File: src/rtl/core/pss_pkg.sv
// ---------------------------------------------------------------------------
// Partial shuffle sampler package
// Sizes, register indexes, state codes and the result type of the core.
// ---------------------------------------------------------------------------
`default_nettype none

package pss_pkg;

  localparam int unsigned MAX_POPULATION = 1024;
  localparam int unsigned IDX_W   = $clog2(MAX_POPULATION);
  localparam int unsigned CNT_W   = IDX_W + 1;
  localparam int unsigned OUT_W   = 10;
  localparam int unsigned WORD_W  = 32;
  localparam int unsigned PROD_W  = CNT_W + WORD_W;
  localparam int unsigned EPOCH_W = 8;
  localparam int unsigned RAM_W   = EPOCH_W + IDX_W;
  localparam int unsigned CFG_W   = 11;
  localparam int unsigned CFG_IDX_W = 2;

  localparam logic [EPOCH_W-1:0] EPOCH_MAX = {EPOCH_W{1'b1}};
  localparam logic [CNT_W-1:0]   POP_MAX   = CNT_W'(MAX_POPULATION);

  localparam logic [CFG_IDX_W-1:0] CFG_POPULATION = 2'd0;
  localparam logic [CFG_IDX_W-1:0] CFG_DRAWS      = 2'd1;

  typedef enum logic {
    ST_SWEEP,
    ST_RUN
  } pss_state_e;

  typedef struct packed {
    logic [OUT_W-1:0] chosen_index;
    logic [OUT_W-1:0] slot;
    logic             last;
  } pss_result_t;

endpackage

`default_nettype wire

File: src/rtl/core/pss_out_fifo.sv
// ---------------------------------------------------------------------------
// Result queue
// Two-entry queue between the draw pipeline and the output channel.
// ---------------------------------------------------------------------------
`default_nettype none

module pss_out_fifo (
  input  wire logic                clk_i,
  input  wire logic                rst_ni,
  input  wire logic                push_i,
  input  wire pss_pkg::pss_result_t data_i,
  output logic                     valid_o,
  input  wire logic                ready_i,
  output pss_pkg::pss_result_t     data_o,
  output logic [1:0]               count_o
);

  pss_pkg::pss_result_t entry_q [2];
  logic       wr_ptr_q, wr_ptr_d;
  logic       rd_ptr_q, rd_ptr_d;
  logic [1:0] count_q, count_d;
  logic       pop;

  assign valid_o = (count_q != 2'd0);
  assign pop     = valid_o && ready_i;
  assign data_o  = entry_q[rd_ptr_q];
  assign count_o = count_q;

  always_comb begin
    wr_ptr_d = push_i ? ~wr_ptr_q : wr_ptr_q;
    rd_ptr_d = pop ? ~rd_ptr_q : rd_ptr_q;
    count_d  = count_q + {1'b0, push_i} - {1'b0, pop};
  end

  always_ff @(posedge clk_i or negedge rst_ni) begin
    if (!rst_ni) begin
      wr_ptr_q <= 1'b0;
      rd_ptr_q <= 1'b0;
      count_q  <= 2'd0;
    end else begin
      wr_ptr_q <= wr_ptr_d;
      rd_ptr_q <= rd_ptr_d;
      count_q  <= count_d;
    end
  end

  always_ff @(posedge clk_i) begin
    if (push_i) begin
      entry_q[wr_ptr_q] <= data_i;
    end
  end

endmodule

`default_nettype wire

File: config.mk
export PLATFORM = sky130hd
export DESIGN_NAME = pss_out_fifo
export DESIGN_NICKNAME = d
export VERILOG_FILES = /design/src/rtl/core/pss_pkg.sv /design/src/rtl/core/pss_out_fifo.sv
export SDC_FILE = /design/constraint.sdc
export NUM_CORES = 1
export LEC_CHECK = 0
export BUFFER_PORTS_ARGS = -buffer_cell sky130_fd_sc_hd__buf_4
export CORE_ASPECT_RATIO = 0.8
export CORE_MARGIN = 4
export CORE_UTILIZATION = 39
export CTS_BUF_LIST = sky130_fd_sc_hd__clkbuf_16
export DETAILED_ROUTE_END_ITERATION = 10
export GPL_ROUTABILITY_DRIVEN = 0
export GPL_TIMING_DRIVEN = 0
export PLACE_DENSITY_LB_ADDON = 0.15
export SLEW_MARGIN = 5
export SYNTH_ARGS = -nofsm -noshare
export SYNTH_HDL_FRONTEND = slang
export SYNTH_SLANG_ARGS = --single-unit
export TNS_END_PERCENT = 30
File: constraint.sdc
create_clock -name clk_i -period 2.1 [get_ports clk_i]
set_clock_uncertainty 0.05 [all_clocks]
set_input_delay 0.21 -clock clk_i [delete_from_list [all_inputs] [get_ports clk_i]]
set_output_delay 0.21 -clock clk_i [all_outputs]
set_load 0.01 [all_outputs]
-- Yosys cells after proc, flatten, opt, wreduce, memory -nomap -nowiden
Memories as Yosys holds them, arrays and structs flattened.
Index checks and enable logic that the tools add are counted.
Widths: inputs -> output; s select.
- memory bits (writable): 42
- memories kept: 1
- output and inout port bits: 24
- bits in registers: 4
- word-level logic and storage cells: 12
- memory list (name ; words ; width ; rd ports ; clocked after memory_dff ; wr ports ; line ; source):
    entry_q ; 2 ; 21 ; 1 ; 0 ; 1 ; pss_out_fifo.sv:18 ; pss_pkg::pss_result_t entry_q [2];
- bitwise gates (word level): 2
- add/sub/neg operators: 2
- muxes and demuxes: 2
- reductions and logical operators: 2
- operators by type and width (operator ; number):
    $add 2x1->2 ; 1
    $mux 1 ; 2
    $not 1->1 ; 2
    $reduce_bool 2->1 ; 1
    $sub 2x1->2 ; 1
    $logic_and 1x1->1 ; 1

-- Longest topological paths before layout
- word-level depth: 3
- depth in mapped cells: 6
- gate-level depth less buffers: 6

-- Least setup slack after synthesis
OpenSTA, ideal clock, no wires.
- kind: register to register
- from: register wr_ptr_q
- to: memory entry_q[0][0] (netlist bit) (enable)
- path slack: 0.290 ns
- arrival time: 1.359 ns
- path buffers: 0
- cell stages (with the launch flop): 2
- library setup time: 0.401 ns
- cells stage by stage: dfrtp_1 -> nor2b_1
- RTL lines (element ; line ; source):
    start, declared ; pss_out_fifo.sv:19 ; logic wr_ptr_q, wr_ptr_d;
    start signal, assigned ; pss_out_fifo.sv:41 ; wr_ptr_q <= wr_ptr_d;
    end, declared ; pss_out_fifo.sv:18 ;
Straight into the memory's write port.

==> run_results.csv <==
group,metric,value,unit
detailed_routing,drt-wirelength-per-cell,13.78,um
layout,diodes,0,
yosys,synth_edf_count,42,
setup_path,endpoint_kind,"output port",
sta,fin_crit,1.639,ns
floorplan,die_x,82.12,um
yosys,seq_area_frac_synth,79.42,%
detailed_routing,drt-initial-drc-count,31,
setup_path,path_cells,"buf_6, mux2_2, buf_4",
yosys,synth_top_area_cell,"edfxtp_1",
layout,final_nets,165,
detailed_routing,vias_per_cell,4.474,
clock_network,cts_tree,"built",
placed_design,io_buffers,48,
yosys,syn_inst,81,
grt,grt_use_total,10.47,%
setup_path,crit_family,"flip-flops",
clock_network,cts_root_buffer,"clkbuf_16",
power_and_ir_drop,p_per_area,1308,mW/mm2
clock_network,cts_buffer_depth,2,
setup_path,crit_fanout,10,
setup_path,critPathMaxStageDelay,0.42,ns
yosys,syn_nets,108,
detailed_routing,drt_pre_antenna_iters,4,
setup_path,r2r_slack,0.47,ns
worst_hold_path,hold_class,"in -> reg",
yosys,ys_warn_count,0,
power_and_ir_drop,cellLeakagePower,0.9035,nW
sta,fin_crit_sh,78.05,%
yosys,synth_top_cells_by_area,"edfxtp_1 74%, mux2_2 14%, dfrtp_1 5.8%, ha_1 1.5%, buf_6 1.3%",
yosys,ys_top_cells_by_count,"42 x edfxtp_1, 21 x mux2_2, 4 x dfrtp_1",
detailed_routing,drt-total-wl,2701,um
setup_path,critPathKind,"reg -> out",
detailed_routing,vias,877,
setup_path,r2r_start,"wr_ptr_q$_DFFE_PN0P_",
grt,grt_pass1_vias,919,
outcome,status,"finished, final reports clean",
sta,fmax,610.1,MHz
clock_network,cts.sinks,46,
floorplan,die_h,67.30,um
clock_network,htreeDepth,2,
sta,finalHoldViolCount,0,
setup_path,critPathLaunchType,"register",
power_and_ir_drop,power.total,3.040,mW
setup_path,worstPathRequired,1.84,ns
layout,utilization,55.27,%
sta,report.final.slew_viol_count,0,
flow_run,max_cap_violations,0,
sta,slew_headroom,33.74,%
yosys,avgSynthCellArea,21.16,um2
yosys,netlist-cell-type-count,12,
setup_path,crit_arrival,1.38,ns
grt,gr-total-overflow,0,
layout,area_growth_syn_to_layout,35.55,%
floorplan,core_area,0.004204,mm2
layout,drive_above_1_share,57.55,%
grt,grt_pass1_wl,4050,um
detailed_routing,remaining_drc_errors,0,
sta,rsz0062_at_grt,"no",
yosys,syn_area,0.001714,mm2
grt,grt_max_degree,22,
yosys,async_flop_share,8.696,%
setup_path,slowest_stage,"dfrtp_1",
floorplan,row_count,21,
sta,setup-tns-final,0,ns
power_and_ir_drop,ir_worst_vdd,0.7408,mV
yosys,synth_top_flop_cell,"edfxtp_1",
floorplan,start_util,40.77,%
grt,antenna_found_initial,0,
worst_hold_path,hold_depth,1,
floorplan,die-area,0.005526,mm2
yosys,synth_most_common_cell,"edfxtp_1",
yosys,ys_seq_elements,46,
clock_network,numCtsBuffers,5,
setup_path,worst_r2r_endpoint,"entry_q[1][15]$_DFFE_PP_",
sta,worst_slew_pin_slew,0.9940,ns
clock_network,clk_pin_slew,0.06,ns
worst_hold_path,min_to,"entry_q[0][13]$_DFFE_PP_",
setup_path,crit_buf_inv,2,
placed_design,dp.cells,187,
layout,final.fill_count,349,
setup_path,r2r_cells,1,
detailed_routing,ant_nets,0,
yosys,synth_top_cell_area_share,73.58,%
layout,finalNonFillerCells,196,
floorplan,pin_count,49,
sta,setup_viol,0,
worst_hold_path,holdCritStartpoint,"data_i[13]",
clock_network,clock_latency,0.27,ns
## cells in the final DEF (no fill, tap or decap)
cell and instances:
o21a_1 1, xnor2_1 2, xor2_1 2, edfxtp_1 42, dlygate4sd3_1 1, or2_2 1, dfrtp_1 4, clkbuf_16 5
ha_1 2, mux2_2 21, clkinv_2 1, inv_1 3, buf_6 2, clkinv_1 1, buf_16 1, and2_1 1
nor2b_2 1, buf_4 48
## per-stage QoR
stage          area [um2]  setup slack, ns  hold WS, ns
2_1_floorplan        1714           0.2903      -0.1356
3_3_place_gp         2146          -0.2540     -0.04296
3_5_place_dp         2176           0.4349     -0.04228
4_1_cts              2323           0.4106      0.06041
5_1_grt              2323           0.3652      0.05723
6_report             2323           0.4610      0.06519
## area by class of cell
class                           count  area (um2)  area share, %
Buffer                              2       22.52         0.9693
Clock buffer                        5       125.1          5.385
Clock inverter                      3       12.51         0.5385
Inverter                            2       7.507         0.3231
Multi-Input combinational cell     31       325.3          14.00
Sequential cell                    46        1361          58.59
Tap cell                           57       71.32          3.069
Timing Repair Buffer               50       397.9          17.12
## logic make-up after synthesis
family,share of synthesized area (%)
xor+xnor,2.044
flops,79.42
fa+ha+maj,1.460
simple gates,1.096
compound gates,0.4381
buf+inv,1.752
mux,13.80
## state kept, by name, indices dropped and copies added (netlist names)
register,flops
entry_q,42
count_o,2
rd_ptr_q,1
wr_ptr_q,1
## repair_timing
action | in CTS | in global routing
setup buffers | 0 | 0
hold endpoints to repair | 4 | 0
hold buffers | 1 | 0
resized for setup | 0 | 0
## layer usage
metal | vias up | share of wire, % | track usage, %
met4 | 0 | 2.1 | 5.187
met5 | - | 0 | 0
met3 | 6 | 9.8 | 4.933
met1 | 415 | 35 | 9.361
met2 | 32 | 53 | 19.56
li1 | 424 | - | -
## report_power, final
group,internal (mW),switching (mW),total [mW],leakage [nW]
logic,0.575,0.450,1.03,0.390
registers,1.23,0.0728,1.30,0.441
clock network,0.429,0.283,0.712,0.0724
total,2.23,0.806,3.04,0.904
## how the worst max path moves through the flow
stage                                    start                 endpoint  slack (ns)  cells past startpoint
after floorplan           wr_ptr_q$_DFFE_PN0P_  entry_q[0][0]$_DFFE_PP_        0.29                      1
after global placement    wr_ptr_q$_DFFE_PN0P_  entry_q[0][8]$_DFFE_PP_       -0.25                      1
after detailed placement  wr_ptr_q$_DFFE_PN0P_  entry_q[1][6]$_DFFE_PP_        0.43                      1
after CTS                 wr_ptr_q$_DFFE_PN0P_  entry_q[1][5]$_DFFE_PP_        0.41                      1
after global routing      wr_ptr_q$_DFFE_PN0P_  entry_q[1][0]$_DFFE_PP_        0.37                      1
final                     rd_ptr_q$_DFFE_PN0P_                data_o[8]        0.46                      3
Note: power is estimated with default switching activity, not from simulation.
